==> src/hdl/ptri_pkg.sv <==
// ----------------------------------------------------------------------------
// ptri_pkg: shared types and constants of the triangle oscillator
// Holds the channel payload structs, the internal fixed-point value type and
// the constants of the width clamp and the transition polynomials.
// ----------------------------------------------------------------------------
package ptri_pkg;

    // output word width, signed Q2.(OUT_BITS-2)
    localparam int OUT_BITS = 24;

    // internal signed values, 32 fraction bits
    localparam int VAL_BITS  = 56;
    localparam int FRAC_BITS = 32;

    // pulse width clamp, 0.01 and 0.99 in Q0.16
    localparam logic [15:0] WIDTH_MIN = 16'd655;
    localparam logic [15:0] WIDTH_MAX = 16'd64881;

    // divisors of the quartic term in the transition pieces
    localparam logic [3:0] QUARTIC_DIV_MID  = 4'd6;
    localparam logic [3:0] QUARTIC_DIV_EDGE = 4'd12;

    typedef logic signed [VAL_BITS-1:0] val_t;

    typedef struct packed {
        logic        [31:0] phase_increment;
        logic        [31:0] phase_offset;
        logic signed [15:0] sync_level;
        logic        [15:0] pulse_width;
    } ptri_ctrl_t;

    typedef struct packed {
        logic signed [OUT_BITS-1:0] wave_sample;
        logic                       cycle_start;
    } ptri_wave_t;

endpackage

==> src/hdl/ptri_div.sv <==
// ----------------------------------------------------------------------------
// ptri_div: bit-serial restoring divider
// Produces floor(num / den), one quotient bit per cycle, numerator first.
// done pulses for one cycle once quot holds the result.
// ----------------------------------------------------------------------------
module ptri_div #(
    parameter int NUM_BITS = 66,
    parameter int DEN_BITS = 32
) (
    input  logic                clk,
    input  logic                rst_n,
    input  logic                start,
    input  logic [NUM_BITS-1:0] num,
    input  logic [DEN_BITS-1:0] den,
    output logic                done,
    output logic [NUM_BITS-1:0] quot
);
    import ptri_pkg::*;

    localparam int CNT_BITS = $clog2(NUM_BITS + 1);

    logic [NUM_BITS-1:0] nq_reg;
    logic [DEN_BITS-1:0] rem_reg;
    logic [DEN_BITS-1:0] den_reg;
    logic [CNT_BITS-1:0] cnt_reg;
    logic                busy_reg;
    logic                done_reg;

    logic [DEN_BITS:0]   rem_sh;
    logic [DEN_BITS:0]   rem_sub;
    logic                fits;

    // trial subtract of the shifted remainder
    always_comb
    begin
        rem_sh  = {rem_reg, nq_reg[NUM_BITS-1]};
        rem_sub = rem_sh - {1'b0, den_reg};
        fits    = (rem_sh >= {1'b0, den_reg});
    end

    // control: count the quotient bits
    always_ff @(posedge clk or negedge rst_n)
    begin
        if (!rst_n)
        begin
            busy_reg <= 1'b0;
            done_reg <= 1'b0;
            cnt_reg  <= '0;
        end
        else
        begin
            done_reg <= 1'b0;
            if (start)
            begin
                busy_reg <= 1'b1;
                cnt_reg  <= CNT_BITS'(NUM_BITS);
            end
            else if (busy_reg)
            begin
                cnt_reg <= cnt_reg - CNT_BITS'(1);
                if (cnt_reg == CNT_BITS'(1))
                begin
                    busy_reg <= 1'b0;
                    done_reg <= 1'b1;
                end
            end
        end
    end

    // datapath: shift the numerator out and the quotient in
    always_ff @(posedge clk)
    begin
        if (start)
        begin
            nq_reg  <= num;
            rem_reg <= '0;
            den_reg <= den;
        end
        else if (busy_reg)
        begin
            nq_reg  <= {nq_reg[NUM_BITS-2:0], fits};
            rem_reg <= fits ? rem_sub[DEN_BITS-1:0] : rem_sh[DEN_BITS-1:0];
        end
    end

    assign done = done_reg;
    assign quot = nq_reg;

endmodule

==> src/hdl/ptri_mul.sv <==
// ----------------------------------------------------------------------------
// ptri_mul: bit-serial fixed-point multiplier
// Sign-magnitude shift-add multiply of two signed values with 32 fraction
// bits; the product is truncated toward zero back to 32 fraction bits.
// ----------------------------------------------------------------------------
module ptri_mul (
    input  logic           clk,
    input  logic           rst_n,
    input  logic           start,
    input  ptri_pkg::val_t opa,
    input  ptri_pkg::val_t opb,
    output logic           done,
    output ptri_pkg::val_t result
);
    import ptri_pkg::*;

    localparam int MAG_BITS = VAL_BITS - 1;
    localparam int CNT_BITS = $clog2(MAG_BITS + 1);

    logic [MAG_BITS:0]     hi_reg;
    logic [MAG_BITS-1:0]   lo_reg;
    logic [MAG_BITS-1:0]   mcand_reg;
    logic                  neg_reg;
    logic [CNT_BITS-1:0]   cnt_reg;
    logic                  busy_reg;
    logic                  done_reg;

    val_t                  abs_a;
    val_t                  abs_b;
    logic [MAG_BITS:0]     sum;
    logic [2*MAG_BITS-1:0] prod;
    val_t                  mag;

    // magnitudes, partial sum and final scaling
    always_comb
    begin
        abs_a  = opa[VAL_BITS-1] ? -opa : opa;
        abs_b  = opb[VAL_BITS-1] ? -opb : opb;
        sum    = hi_reg + (lo_reg[0] ? {1'b0, mcand_reg} : '0);
        prod   = {hi_reg[MAG_BITS-1:0], lo_reg};
        mag    = $signed({1'b0, prod[MAG_BITS+FRAC_BITS-1:FRAC_BITS]});
        result = neg_reg ? -mag : mag;
    end

    // control: count the multiplier bits
    always_ff @(posedge clk or negedge rst_n)
    begin
        if (!rst_n)
        begin
            busy_reg <= 1'b0;
            done_reg <= 1'b0;
            cnt_reg  <= '0;
        end
        else
        begin
            done_reg <= 1'b0;
            if (start)
            begin
                busy_reg <= 1'b1;
                cnt_reg  <= CNT_BITS'(MAG_BITS);
            end
            else if (busy_reg)
            begin
                cnt_reg <= cnt_reg - CNT_BITS'(1);
                if (cnt_reg == CNT_BITS'(1))
                begin
                    busy_reg <= 1'b0;
                    done_reg <= 1'b1;
                end
            end
        end
    end

    // datapath: add and shift right, one multiplier bit per cycle
    always_ff @(posedge clk)
    begin
        if (start)
        begin
            hi_reg    <= '0;
            lo_reg    <= abs_b[MAG_BITS-1:0];
            mcand_reg <= abs_a[MAG_BITS-1:0];
            neg_reg   <= opa[VAL_BITS-1] ^ opb[VAL_BITS-1];
        end
        else if (busy_reg)
        begin
            hi_reg <= {1'b0, sum[MAG_BITS:1]};
            lo_reg <= {sum[0], lo_reg[MAG_BITS-1:1]};
        end
    end

    assign done = done_reg;

endmodule

==> src/hdl/ptr_triangle_oscillator.sv <==
// ----------------------------------------------------------------------------
// ptr_triangle_oscillator: anti-aliased variable-width triangle oscillator
//
// One control item in on the ctrl channel gives one sample out on the wave
// channel. A transfer happens on a rising edge with valid high and stall low.
// ctrl_stall is low only while no item is in work; the finished sample sits
// in an output register, so the next item is taken and worked on while the
// receiver still stalls the previous sample.
// The work falls on the shared bit-serial divider (one quotient bit per
// cycle) and the shared bit-serial multiplier (one bit per cycle): a
// straight-line sample needs one division and one multiplication, a sample
// in a transition region four divisions and six multiplications. The
// divider works on N = max(66, PHASE_BITS + 32) bits, the multiplier on
// M = 55 magnitude bits.
// Reset clears the phase and the previous offset, arms hard sync and empties
// the output register. A stalled sample holds until it is taken; the block
// then finishes the next item and waits in its rounding step.
// ----------------------------------------------------------------------------
module ptr_triangle_oscillator #(
    parameter int PHASE_BITS = 32
) (
    input  logic                   clk,
    input  logic                   rst_n,
    input  logic                   ctrl_valid,
    output logic                   ctrl_stall,
    input  ptri_pkg::ptri_ctrl_t   ctrl_data,
    output logic                   wave_valid,
    input  logic                   wave_stall,
    output ptri_pkg::ptri_wave_t   wave_data
);
    import ptri_pkg::*;

    localparam int NUM_BITS = (PHASE_BITS + 32 > 66) ? PHASE_BITS + 32 : 66;
    localparam int DEN_BITS = (PHASE_BITS > 32) ? PHASE_BITS : 32;
    localparam int RND_SH   = FRAC_BITS + 2 - OUT_BITS;

    localparam logic [1:0] SEG_RISE = 2'd0;
    localparam logic [1:0] SEG_MID  = 2'd1;
    localparam logic [1:0] SEG_END  = 2'd2;
    localparam logic [1:0] SEG_LINE = 2'd3;

    localparam val_t ONE_Q     = val_t'(1) <<< FRAC_BITS;
    localparam val_t QUARTER_Q = val_t'(1) <<< (FRAC_BITS - 2);
    localparam val_t HALF_LSB  = val_t'(1) <<< (RND_SH - 1);
    localparam val_t SAT_HI    = (val_t'(1) <<< (OUT_BITS - 1)) - val_t'(1);
    localparam val_t SAT_LO    = -(val_t'(1) <<< (OUT_BITS - 1));

    typedef enum logic [14:0] {
        ST_IDLE  = 15'b000000000000001,
        ST_PHASE = 15'b000000000000010,
        ST_SEG   = 15'b000000000000100,
        ST_SLOPE = 15'b000000000001000,
        ST_LINE  = 15'b000000000010000,
        ST_CMAG  = 15'b000000000100000,
        ST_UDIV  = 15'b000000001000000,
        ST_USQ   = 15'b000000010000000,
        ST_UCUBE = 15'b000000100000000,
        ST_UQUAD = 15'b000001000000000,
        ST_FRAC  = 15'b000010000000000,
        ST_POLY  = 15'b000100000000000,
        ST_CS    = 15'b001000000000000,
        ST_CORR  = 15'b010000000000000,
        ST_ROUND = 15'b100000000000000
    } state_t;

    state_t                  state_reg, state_next;
    logic                    issued_reg;
    ptri_ctrl_t              ctrl_reg;

    logic [PHASE_BITS-1:0]   phase_reg;
    logic [31:0]             prev_off_reg;
    logic                    sync_zero_reg;

    logic [15:0]             wq_reg;
    logic [PHASE_BITS-1:0]   step_reg;
    logic [PHASE_BITS-1:0]   x_reg;
    logic                    first_reg;
    logic [1:0]              seg_reg;
    logic                    use_a_reg;
    logic                    cyc_reg;
    logic [31:0]             s32_reg;
    logic [31:0]             den_reg;
    val_t                    xd_reg;
    val_t                    slope_reg;
    val_t                    y_reg;
    val_t                    c_reg;
    val_t                    u_reg;
    val_t                    u2_reg;
    val_t                    u3_reg;
    val_t                    u4_reg;
    val_t                    t_reg;
    val_t                    poly_reg;
    val_t                    cs_reg;

    ptri_wave_t              wave_reg;
    logic                    wave_valid_reg;

    // phase step signals
    logic [PHASE_BITS+31:0]  inc_ext;
    logic [PHASE_BITS+31:0]  off_ext;
    logic [31:0]             off_delta;
    logic [PHASE_BITS-1:0]   step_raw;
    logic [PHASE_BITS-1:0]   step_c;
    logic [PHASE_BITS-1:0]   pos_c;
    logic                    sync_rise;
    logic [15:0]             wq_c;

    // segment selection signals
    logic [PHASE_BITS-1:0]   wph;
    logic                    first_c;
    logic [PHASE_BITS-1:0]   x_c;
    logic [PHASE_BITS+1:0]   step1;
    logic [PHASE_BITS+1:0]   step2;
    logic [PHASE_BITS+1:0]   step3;
    logic [PHASE_BITS+1:0]   x_ext;
    logic [1:0]              seg_c;
    logic [PHASE_BITS+31:0]  s_ext;
    logic [PHASE_BITS+31:0]  xq_ext;
    logic [34:0]             dc_c;
    logic [34:0]             xd_c;

    // shared units
    logic                    div_start;
    logic [NUM_BITS-1:0]     div_num;
    logic [DEN_BITS-1:0]     div_den;
    logic                    div_done;
    logic [NUM_BITS-1:0]     div_quot;
    val_t                    div_q;
    logic                    mul_start;
    val_t                    mul_a;
    val_t                    mul_b;
    logic                    mul_done;
    val_t                    mul_res;

    // tail signals
    val_t                    poly_c;
    val_t                    rnd_c;
    logic                    wave_free;
    logic                    ctrl_take;
    logic                    div_state;
    logic                    mul_state;

    // phase advance and width clamp
    always_comb
    begin
        inc_ext   = {ctrl_reg.phase_increment, {PHASE_BITS{1'b0}}};
        off_delta = ctrl_reg.phase_offset - prev_off_reg;
        off_ext   = {off_delta, {PHASE_BITS{1'b0}}};
        step_raw  = inc_ext[PHASE_BITS+31:32];
        step_c    = (step_raw == '0) ? PHASE_BITS'(1) : step_raw;
        sync_rise = (ctrl_reg.sync_level != 16'sd0) && !ctrl_reg.sync_level[15]
                    && sync_zero_reg;
        pos_c     = sync_rise ? '0 : phase_reg + off_ext[PHASE_BITS+31:32] + step_c;
        if (ctrl_reg.pulse_width < WIDTH_MIN)
            wq_c = WIDTH_MIN;
        else if (ctrl_reg.pulse_width > WIDTH_MAX)
            wq_c = WIDTH_MAX;
        else
            wq_c = ctrl_reg.pulse_width;
    end

    // half, segment and line offset from the new phase
    always_comb
    begin
        wph     = PHASE_BITS'(wq_reg) << (PHASE_BITS - 16);
        first_c = phase_reg < wph;
        x_c     = first_c ? phase_reg : phase_reg - wph;
        step1   = (PHASE_BITS+2)'(step_reg);
        step2   = step1 << 1;
        step3   = step2 + step1;
        x_ext   = (PHASE_BITS+2)'(x_c);
        if (x_ext < step1)
            seg_c = SEG_RISE;
        else if (x_ext < step2)
            seg_c = SEG_MID;
        else if (x_ext < step3)
            seg_c = SEG_END;
        else
            seg_c = SEG_LINE;
        s_ext   = {step_reg, 32'd0};
        xq_ext  = {x_c, 32'd0};
        dc_c    = 35'(s_ext[PHASE_BITS+31:PHASE_BITS])
                + 35'(s_ext[PHASE_BITS+31:PHASE_BITS+1]);
        xd_c    = 35'(xq_ext[PHASE_BITS+31:PHASE_BITS]) - dc_c;
    end

    // unit requests, operands by state
    always_comb
    begin
        div_state = (state_reg == ST_SLOPE) || (state_reg == ST_CMAG)
                 || (state_reg == ST_UDIV) || (state_reg == ST_FRAC);
        mul_state = (state_reg == ST_LINE) || (state_reg == ST_USQ)
                 || (state_reg == ST_UCUBE) || (state_reg == ST_UQUAD)
                 || (state_reg == ST_CS) || (state_reg == ST_CORR);
        div_start = div_state && !issued_reg;
        mul_start = mul_state && !issued_reg;

        div_num = '0;
        div_den = '0;
        mul_a   = '0;
        mul_b   = '0;
        unique case (state_reg)
            ST_SLOPE:
            begin
                div_num = NUM_BITS'(1) << 49;
                div_den = use_a_reg ? DEN_BITS'(wq_reg)
                                    : DEN_BITS'(17'h10000 - 17'(wq_reg));
            end
            ST_CMAG:
            begin
                div_num = NUM_BITS'(1) << 65;
                div_den = DEN_BITS'(den_reg);
            end
            ST_UDIV:
            begin
                div_num = NUM_BITS'({x_reg, 32'd0});
                div_den = DEN_BITS'(step_reg);
            end
            ST_FRAC:
            begin
                div_num = NUM_BITS'($unsigned(u4_reg));
                div_den = (seg_reg == SEG_MID) ? DEN_BITS'(QUARTIC_DIV_MID)
                                               : DEN_BITS'(QUARTIC_DIV_EDGE);
            end
            ST_LINE:
            begin
                mul_a = slope_reg;
                mul_b = xd_reg;
            end
            ST_USQ:
            begin
                mul_a = u_reg;
                mul_b = u_reg;
            end
            ST_UCUBE:
            begin
                mul_a = u2_reg;
                mul_b = u_reg;
            end
            ST_UQUAD:
            begin
                mul_a = u3_reg;
                mul_b = u_reg;
            end
            ST_CS:
            begin
                mul_a = c_reg;
                mul_b = val_t'($signed({1'b0, s32_reg}));
            end
            ST_CORR:
            begin
                mul_a = cs_reg;
                mul_b = poly_reg;
            end
            default:
            begin
                div_num = '0;
            end
        endcase
        div_q = $signed({1'b0, div_quot[VAL_BITS-2:0]});
    end

    // transition polynomial and output rounding
    always_comb
    begin
        case (seg_reg)
            SEG_RISE:
                poly_c = -t_reg;
            SEG_MID:
                poly_c = t_reg - u3_reg + u2_reg + (u2_reg >>> 1) - u_reg + QUARTER_Q;
            default:
                poly_c = -t_reg + u3_reg - ((u2_reg <<< 2) + (u2_reg >>> 1))
                       + ((u_reg <<< 3) - u_reg) - (QUARTER_Q + QUARTER_Q + QUARTER_Q)
                       - (ONE_Q + ONE_Q + ONE_Q);
        endcase
        rnd_c     = (y_reg + HALF_LSB) >>> RND_SH;
        wave_free = !wave_valid_reg || !wave_stall;
        ctrl_take = ctrl_valid && (state_reg == ST_IDLE);
    end

    // sequencer
    always_comb
    begin
        state_next = state_reg;
        unique case (state_reg)
            ST_IDLE:
                if (ctrl_take)
                    state_next = ST_PHASE;
            ST_PHASE:
                state_next = ST_SEG;
            ST_SEG:
                state_next = ST_SLOPE;
            ST_SLOPE:
                if (div_done)
                    state_next = ST_LINE;
            ST_LINE:
                if (mul_done)
                    state_next = (seg_reg == SEG_LINE) ? ST_ROUND : ST_CMAG;
            ST_CMAG:
                if (div_done)
                    state_next = ST_UDIV;
            ST_UDIV:
                if (div_done)
                    state_next = ST_USQ;
            ST_USQ:
                if (mul_done)
                    state_next = ST_UCUBE;
            ST_UCUBE:
                if (mul_done)
                    state_next = ST_UQUAD;
            ST_UQUAD:
                if (mul_done)
                    state_next = ST_FRAC;
            ST_FRAC:
                if (div_done)
                    state_next = ST_POLY;
            ST_POLY:
                state_next = ST_CS;
            ST_CS:
                if (mul_done)
                    state_next = ST_CORR;
            ST_CORR:
                if (mul_done)
                    state_next = ST_ROUND;
            ST_ROUND:
                if (wave_free)
                    state_next = ST_IDLE;
            default:
                state_next = ST_IDLE;
        endcase
    end

    // control state, oscillator state and output valid
    always_ff @(posedge clk or negedge rst_n)
    begin
        if (!rst_n)
        begin
            state_reg      <= ST_IDLE;
            issued_reg     <= 1'b0;
            phase_reg      <= '0;
            prev_off_reg   <= '0;
            sync_zero_reg  <= 1'b1;
            wave_valid_reg <= 1'b0;
        end
        else
        begin
            state_reg <= state_next;
            if (div_start || mul_start)
                issued_reg <= 1'b1;
            else if (div_done || mul_done)
                issued_reg <= 1'b0;
            if (state_reg == ST_PHASE)
            begin
                phase_reg     <= pos_c;
                prev_off_reg  <= ctrl_reg.phase_offset;
                sync_zero_reg <= (ctrl_reg.sync_level == 16'sd0);
            end
            if ((state_reg == ST_ROUND) && wave_free)
                wave_valid_reg <= 1'b1;
            else if (!wave_stall)
                wave_valid_reg <= 1'b0;
        end
    end

    // datapath registers
    always_ff @(posedge clk)
    begin
        if (ctrl_take)
            ctrl_reg <= ctrl_data;
        if (state_reg == ST_PHASE)
        begin
            wq_reg   <= wq_c;
            step_reg <= step_c;
        end
        if (state_reg == ST_SEG)
        begin
            first_reg <= first_c;
            x_reg     <= x_c;
            seg_reg   <= seg_c;
            use_a_reg <= (first_c == (seg_c == SEG_LINE));
            cyc_reg   <= phase_reg < step_reg;
            s32_reg   <= s_ext[PHASE_BITS+31:PHASE_BITS];
            den_reg   <= 32'(wq_reg) * (32'h0001_0000 - 32'(wq_reg));
            xd_reg    <= val_t'($signed(xd_c));
        end
        if (div_done)
        begin
            if (state_reg == ST_SLOPE)
                slope_reg <= use_a_reg ? div_q : -div_q;
            if (state_reg == ST_CMAG)
                c_reg <= -div_q;
            if (state_reg == ST_UDIV)
                u_reg <= div_q;
            if (state_reg == ST_FRAC)
                t_reg <= div_q;
        end
        if (mul_done)
        begin
            if (state_reg == ST_LINE)
                y_reg <= mul_res + (first_reg ? -ONE_Q : ONE_Q);
            if (state_reg == ST_USQ)
                u2_reg <= mul_res;
            if (state_reg == ST_UCUBE)
                u3_reg <= mul_res;
            if (state_reg == ST_UQUAD)
                u4_reg <= mul_res;
            if (state_reg == ST_CS)
                cs_reg <= mul_res;
            if (state_reg == ST_CORR)
                y_reg <= first_reg ? y_reg + mul_res : y_reg - mul_res;
        end
        if (state_reg == ST_POLY)
            poly_reg <= poly_c;
        if ((state_reg == ST_ROUND) && wave_free)
        begin
            if (rnd_c > SAT_HI)
                wave_reg.wave_sample <= SAT_HI[OUT_BITS-1:0];
            else if (rnd_c < SAT_LO)
                wave_reg.wave_sample <= SAT_LO[OUT_BITS-1:0];
            else
                wave_reg.wave_sample <= rnd_c[OUT_BITS-1:0];
            wave_reg.cycle_start <= cyc_reg;
        end
    end

    ptri_div #(
        .NUM_BITS (NUM_BITS),
        .DEN_BITS (DEN_BITS)
    ) u_div (
        .clk   (clk),
        .rst_n (rst_n),
        .start (div_start),
        .num   (div_num),
        .den   (div_den),
        .done  (div_done),
        .quot  (div_quot)
    );

    ptri_mul u_mul (
        .clk    (clk),
        .rst_n  (rst_n),
        .start  (mul_start),
        .opa    (mul_a),
        .opb    (mul_b),
        .done   (mul_done),
        .result (mul_res)
    );

    assign ctrl_stall = (state_reg != ST_IDLE);
    assign wave_valid = wave_valid_reg;
    assign wave_data  = wave_reg;

endmodule
==> config.mk <==
export PLATFORM = sky130hd
export DESIGN_NAME = ptr_triangle_oscillator
export DESIGN_NICKNAME = d
export VERILOG_FILES = /design/src/hdl/ptri_pkg.sv /design/src/hdl/ptri_div.sv /design/src/hdl/ptri_mul.sv /design/src/hdl/ptr_triangle_oscillator.sv
export SDC_FILE = /design/constraint.sdc
export NUM_CORES = 2
export LEC_CHECK = 0
export BUFFER_PORTS_ARGS = -buffer_cell sky130_fd_sc_hd__buf_2
export CORE_MARGIN = 4
export CORE_UTILIZATION = 33
export DETAILED_ROUTE_END_ITERATION = 10
export GPL_ROUTABILITY_DRIVEN = 1
export HOLD_SLACK_MARGIN = 0.15
export PLACE_DENSITY = 0.6
export SYNTH_ARGS = -nofsm -noshare
export SYNTH_HDL_FRONTEND = slang
export SYNTH_SLANG_ARGS = --single-unit
==> constraint.sdc <==
create_clock -name clk -period 7.83 [get_ports clk]
set_input_delay 1.566 -clock clk [delete_from_list [all_inputs] [get_ports clk]]
set_output_delay 1.566 -clock clk [all_outputs]
set_load 0.01 [all_outputs]
## Word level (Yosys, flattened, before mapping)

Cells that the tools add are included.

- Output and inout port bits: 27
- Register bits: 1257
- Word-level logic and storage cells: 231
- Input port bits: 100
- Memory bits (writable): 0
- Memories: 0
- Latch bits: 0
- Memory bits (read-only): 0

- Reductions and logical operators: 41
- Eq/ne operators: 35
- Add/subtract/negate cells: 33
- Muxes and demuxes: 63
- Order comparisons: 10
- Multipliers: 1
- Divide/modulo/power cells: 0
- Bitwise gates (word level): 1
- Shift operators: 0

Operator list:

| operator | number |
|---|---|
| one-hot mux 56 bit (6 select lines) | 1 |
| two-way mux 55 bit | 6 |
| adder 56 bit | 5 |
| two-way mux 56 bit | 5 |
| subtractor 56 bit | 5 |
| one-hot mux 66 bit (4 select lines) | 1 |
| one-hot mux 15 bit (15 select lines) | 1 |
| one-hot mux 56 bit (4 select lines) | 1 |
| two-way mux 15 bit | 13 |
| negation 55 -> 56 bit | 3 |
| two-way mux 32 bit | 5 |
| two-way mux 66 bit | 2 |
| one-hot mux 32 bit (4 select lines) | 1 |
| adder 56 x 55 -> 56 bit | 2 |
| one-hot mux 56 bit (2 select lines) | 1 |
| negation 55 bit | 2 |
| < comparator 32 bit | 3 |
| subtractor 32 bit | 3 |
| adder 32 bit | 2 |
| adder 55 x 56 -> 56 bit | 1 |
| adder 56 x 11 -> 56 bit (second input constant) | 1 |
| adder 56 x 32 -> 56 bit (second input constant) | 1 |
| subtractor 56 x 33 -> 56 bit (second input constant) | 1 |
| subtractor 56 x 35 -> 56 bit (second input constant) | 1 |
| 57 further kinds | 117 |

## Longest topological paths before layout

- Word-level depth: 9
- Depth in mapped cells: 33

## Cells and area by module

Synthesis repeated with hierarchy kept, for this count alone.

- Cells, all modules: 9827
- Area total of the unflattened synthesis: 101247.1 um^2

By module, submodules not included:

| module | area an instance (um^2) | cells an instance | times used | sequential area each (um^2) |
|---|---|---|---|---|
| ptr_triangle_oscillator | 80719.9 | 7715 | 1 | 27939.3 |
| ptri_mul | 12898.6 | 1451 | 1 | 4634.4 |
| ptri_div | 7628.6 | 661 | 1 | 3808.7 |

## Least setup slack after synthesis

OpenSTA, ideal clock, no wires.

- Path type: reg-to-reg
- From: reg wq_reg[0]
- To: reg den_reg[30] (data pin)
- Period minus slack after synthesis: 7.849 ns
- Cell stages (with the launch flop): 32
- Path buffers: 3
- Setup slack: -0.019 ns
- Data arrival time: 7.591 ns
- Setup time: 0.258 ns
- Data required time: 7.572 ns
- Cells stage by stage: edfxtp_1 -> clkbuf_1 -> inv_1 -> buf_1 -> ha_1 -> and3_1 -> nand3_1 -> nor3_1 -> ha_1 -> clkbuf_1 -> nor2_1 -> fa_1 -> inv_1 -> fa_1 -> fa_1 -> fa_1 -> inv_1 -> fa_1 -> inv_1 -> fa_1 -> inv_1 -> ha_1 -> nand3_1 -> nor2_1 -> o31ai_1 -> a2111oi_0 -> nor3_1 -> o311ai_0 -> a21boi_0 -> o21bai_1 -> a21oi_1 -> xnor2_1

- Cells in the longest elaborated chain, start to end: 2

Ends and longest elaborated chain:

| what | RTL line | source |
|---|---|---|
| start, declared | ptr_triangle_oscillator.sv:74 | `logic [15:0] wq_reg;` |
| start signal, assigned | ptr_triangle_oscillator.sv:372 | `wq_reg <= wq_c;` |
| subtractor 17 x 16 -> 18 bit | ptr_triangle_oscillator.sv:383 | `den_reg <= 32'(wq_reg) * (32'h0001_0000 - 32'(wq_reg));` |
| multiplier 17 x 18 -> 32 bit * | ptr_triangle_oscillator.sv:383 |  |
| end signal, assigned | ptr_triangle_oscillator.sv:383 |  |
| end, declared | ptr_triangle_oscillator.sv:82 | `logic [31:0] den_reg;` |

Mark *: on every way between the ends. The rest lies on a longest branch, timed or not.
A chain may end at the register's enable or synchronous reset.

## Final worst setup path

- From: reg t_reg[2]
- To: reg poly_reg[52] (data pin)

- Cells in the longest elaborated chain, start to end: 7
- Elaborated cells between the ends (all ways): 12
- Those cells by class: 11 x add/sub; 1 x mux

Ends and longest elaborated chain:

| what | RTL line | source |
|---|---|---|
| start, declared | ptr_triangle_oscillator.sv:91 | `val_t t_reg;` |
| start signal, assigned | ptr_triangle_oscillator.sv:395 | `t_reg <= div_q;` |
| negation 55 -> 56 bit | ptr_triangle_oscillator.sv:268, ptr_triangle_oscillator.sv:272 |  |
| adder 56 bit | ptr_triangle_oscillator.sv:272 | `poly_c = -t_reg + u3_reg - ((u2_reg <<< 2) + (u2_reg >>> 1))` |
| subtractor 56 bit | ptr_triangle_oscillator.sv:272 |  |
| adder 56 bit | ptr_triangle_oscillator.sv:273 | `+ ((u_reg <<< 3) - u_reg) - (QUARTER_Q + QUARTER_Q + QUARTER_Q)` |
| subtractor 56 x 33 -> 56 bit | ptr_triangle_oscillator.sv:273 |  |
| subtractor 56 x 35 -> 56 bit | ptr_triangle_oscillator.sv:274 | `- (ONE_Q + ONE_Q + ONE_Q);` |
| one-hot mux 56 bit (2 select lines) * | ptr_triangle_oscillator.sv:266 | `case (seg_reg)` |
| via poly_c[52] | ptr_triangle_oscillator.sv:136 | `val_t poly_c;` |
| end signal, assigned | ptr_triangle_oscillator.sv:413 | `poly_reg <= poly_c;` |
| end, declared | ptr_triangle_oscillator.sv:92 | `val_t poly_reg;` |

Mark *: on every way through the listed nets, which the timed path passes. The rest lies on a longest branch.

==> impl_metrics.env <==
export IMPL_status="complete, no violations"
export IMPL_grt_pass1_vias=76612
export IMPL_synth_most_common_cell="inv_1"
export IMPL_slew_headroom=0.199
export IMPL_crit_family="adder cells"
export IMPL_wl_per_cell_um=24.2
export IMPL_min_delay_start="cyc_reg"
export IMPL_crit_path_start_kind="flip-flop"
export IMPL_dieArea_um2=317000
export IMPL_initial_core_util=0.332
export IMPL_ir_worst_vdd_mv=0.180
export IMPL_hold_end="wave_data[0]"
export IMPL_setup_ws_ps=360
export IMPL_cts_root_buffer="clkbuf_16"
export IMPL_synthAdderAreaFrac=0.233
export IMPL_cp_max_fo=4
export IMPL_min_path_cells=0
export IMPL_largest_reg_flops=66
export IMPL_ys_seq_elements=1257
export IMPL_synth_area_um2=102000
export IMPL_synth_top_family_by_area="adder cells"
export IMPL_cp_arrival_ps=8010
export IMPL_avgSynthCellArea_um2=10.1
export IMPL_drc_errors=0
export IMPL_yosysTopAreaCellShare=0.317
export IMPL_clock_sinks=1257
export IMPL_first_pass_iters=8
export IMPL_io_pins=127
export IMPL_ant_nets=0
export IMPL_overflow=0
export IMPL_hold_viol=0
export IMPL_fill_cells=30555
export IMPL_synth_top_flop_cell="edfxtp_1"
export IMPL_synthArstFlopShare=0.0788
export IMPL_yosys_area_share_xor_xnor=0.0643
export IMPL_clk_pin_slew_worst_paths_ps=60
export IMPL_drive_gt1_frac=0.0797
export IMPL_synth_edf_count=1071
export IMPL_coreArea_um2=306000
export IMPL_reg2reg_to="poly_reg[52]"
export IMPL_routed_wl_mm=349
export IMPL_drv_slew=0
export IMPL_gp_congestion=0.974
export IMPL_num_vias=79278
export IMPL_dp_cells=14158
export IMPL_cts_buffers=154
export IMPL_drt_iter0_drc=8625
export IMPL_insertion_delay_ps=850
export IMPL_die_w_um=563
export IMPL_groute_usage_overall=0.214
export IMPL_end_kind="flip-flop"
export IMPL_max_stage_delay_ps=570
export IMPL_finalSetupViolations=0
export IMPL_path_class="reg -> reg"
export IMPL_yosysTopAreaCell="edfxtp_1"
export IMPL_power_density_nw_per_um2=130
export IMPL_synth_mux_area_frac=0.0134
export IMPL_synth_area_top_cells="edfxtp_1 32%, fa_1 13%, ha_1 9.8%"
export IMPL_min_period_over_period=0.954
export IMPL_crit_buf_inv=3
export IMPL_cts_tree="built"
export IMPL_yosysWarnings=0
export IMPL_antenna_found_initial=10
export IMPL_via_per_inst=5.49
export IMPL_grt_max_degree=70
export IMPL_syn_to_final_growth_pct=11.6
export IMPL_final_net_count=11795
export IMPL_ff2ff_path_depth=25
export IMPL_fin_skew_ps=66.9
export IMPL_worst_pin_slew_ps=1200
export IMPL_r2r_slack_ps=360
export IMPL_hold_buffers=0
export IMPL_io_buffers=126
export IMPL_hold_path_class="reg -> reg"
export IMPL_r2r_start="t_reg[2]"
export IMPL_hpwl_mm=274
export IMPL_critPathRequiredTime_ps=8370
export IMPL_synth_distinct_cells=104
export IMPL_leakagePower_nw=48.9
export IMPL_maxCapViolCount=0
export IMPL_syn_inst=10033
export IMPL_row_count=203
export IMPL_period_minus_slack_ps=7470
export IMPL_dieHeight_um=563
export IMPL_final_cells=14442
export IMPL_synthSimpleGateAreaFrac=0.127
export IMPL_critical_path_most_common_cell="fa_1"
export IMPL_synthTopCellsByCount="1127 x inv_1, 1071 x edfxtp_1, 793 x ha_1, 703 x nor2_1, 685 x fa_1"
export IMPL_slowest_stage="or4_4"
export IMPL_synth_compound_area_frac=0.147
export IMPL_synth_seq_area_share=0.358
export IMPL_whs_ps=425
export IMPL_max_freq_mhz=134
export IMPL_cts_buffer_depth=4
export IMPL_dp_slack_ps=-49.1
export IMPL_h_tree_depth=4
export IMPL_grt_pass1_wl_mm=511
## worst reg2reg max path, delay by kind of cell (launching register included)
family                     cells  cell delay [ps]
adders and majority gates      5             2250
and+or+nand+nor                6             2160
AOI/OAI and AO/OA              9             1640
xor gates and xnor gates       2              390
buffers and inverters          3              390
DFF                            1              380
## layout make-up
cell class              instances  area, um^2  area share
repair buffers                402        2720      0.0240
inverters                    1141        4290      0.0378
well taps                    4100        5130      0.0453
clock buffers                 199        4240      0.0374
diodes                         11        27.5    0.000243
clock inverters                71         820     0.00723
flip-flops and latches       1257       36400       0.321
multi-input cells            7261       59700       0.527
## cell usage in the layout (no fill, tap or decap), types with 64 or more instances in the layout
master / instances
xor2_1: 322
and2_1: 96
nand2_1: 669
xnor2_1: 419
buf_4: 276
o21ai_0: 511
a21oi_1: 555
nand2b_1: 175
edfxtp_1: 1071
ha_1: 792
nand3_1: 245
nand4_1: 103
buf_2: 125
inv_1: 1123
a21o_1: 210
nor2_1: 701
a22oi_1: 148
or3_1: 64
nor4_1: 82
a31oi_1: 81
mux2i_1: 111
dfxtp_1: 87
clkbuf_16: 160
nor3_1: 157
fa_1: 685
a211oi_1: 79
dfrtp_1: 95
## logic make-up after synthesis
| logic type | count (synthesis) |
|---|---|
| buf+inv | 1526 |
| fa+ha+maj | 1478 |
| xor+xnor | 746 |
| other cells | 2 |
| flops | 1257 |
| compound gates | 2271 |
| mux | 133 |
| simple gates | 2620 |
## per-layer routing
metal | global-route usage | up-vias | wire length, um
met2 | 0.322 | 3578 | 149000
met3 | 0.0417 | 644 | 32500
met1 | 0.301 | 39167 | 150000
met4 | 0.0918 | 8 | 18000
met5 | 0 | - | 42
li1 | - | 35881 | -
## per-stage QoR
stage	setup TNS, ps	power [W]	area, um^2	utilization
2_1_floorplan	0	0.00743	102000	-
5_1_grt	-27.8	0.0152	113000	0.370
6_report	0	0.0148	113000	0.370
3_5_place_dp	-93.5	0.00751	108000	0.353
4_1_cts	0	0.0149	113000	0.370
3_3_place_gp	-340	0.00751	108000	0.353
## report_power, final
| part | internal [W] | switching [W] | leakage, nW |
|---|---|---|---|
| registers | 0.00718 | 0.0000000000000000000480 | 11.6 |
| logic | 0.0000857 | 0.000101 | 34.8 |
| clock network | 0.00438 | 0.00301 | 2.46 |
## worst max path at each step
stage | endpoint | cells after the start | slack [ps] | from
floorplan | den_reg[30] | 31 | 90 | wq_reg[0]
global placement | poly_reg[55] | 24 | -130 | t_reg[2]
detailed placement | poly_reg[53] | 24 | -50 | t_reg[2]
CTS | poly_reg[54] | 24 | 110 | t_reg[2]
global route | den_reg[26] | 30 | -10 | wq_reg[1]
finish | poly_reg[52] | 25 | 360 | t_reg[2]
## repair_timing
item	4_1_cts	5_1_grt
buffers inserted	0	3
gates resized for setup	2	20
pin swaps	0	5
setup endpoints to repair	4	14
Note: power is estimated with default switching activity, not from simulation.
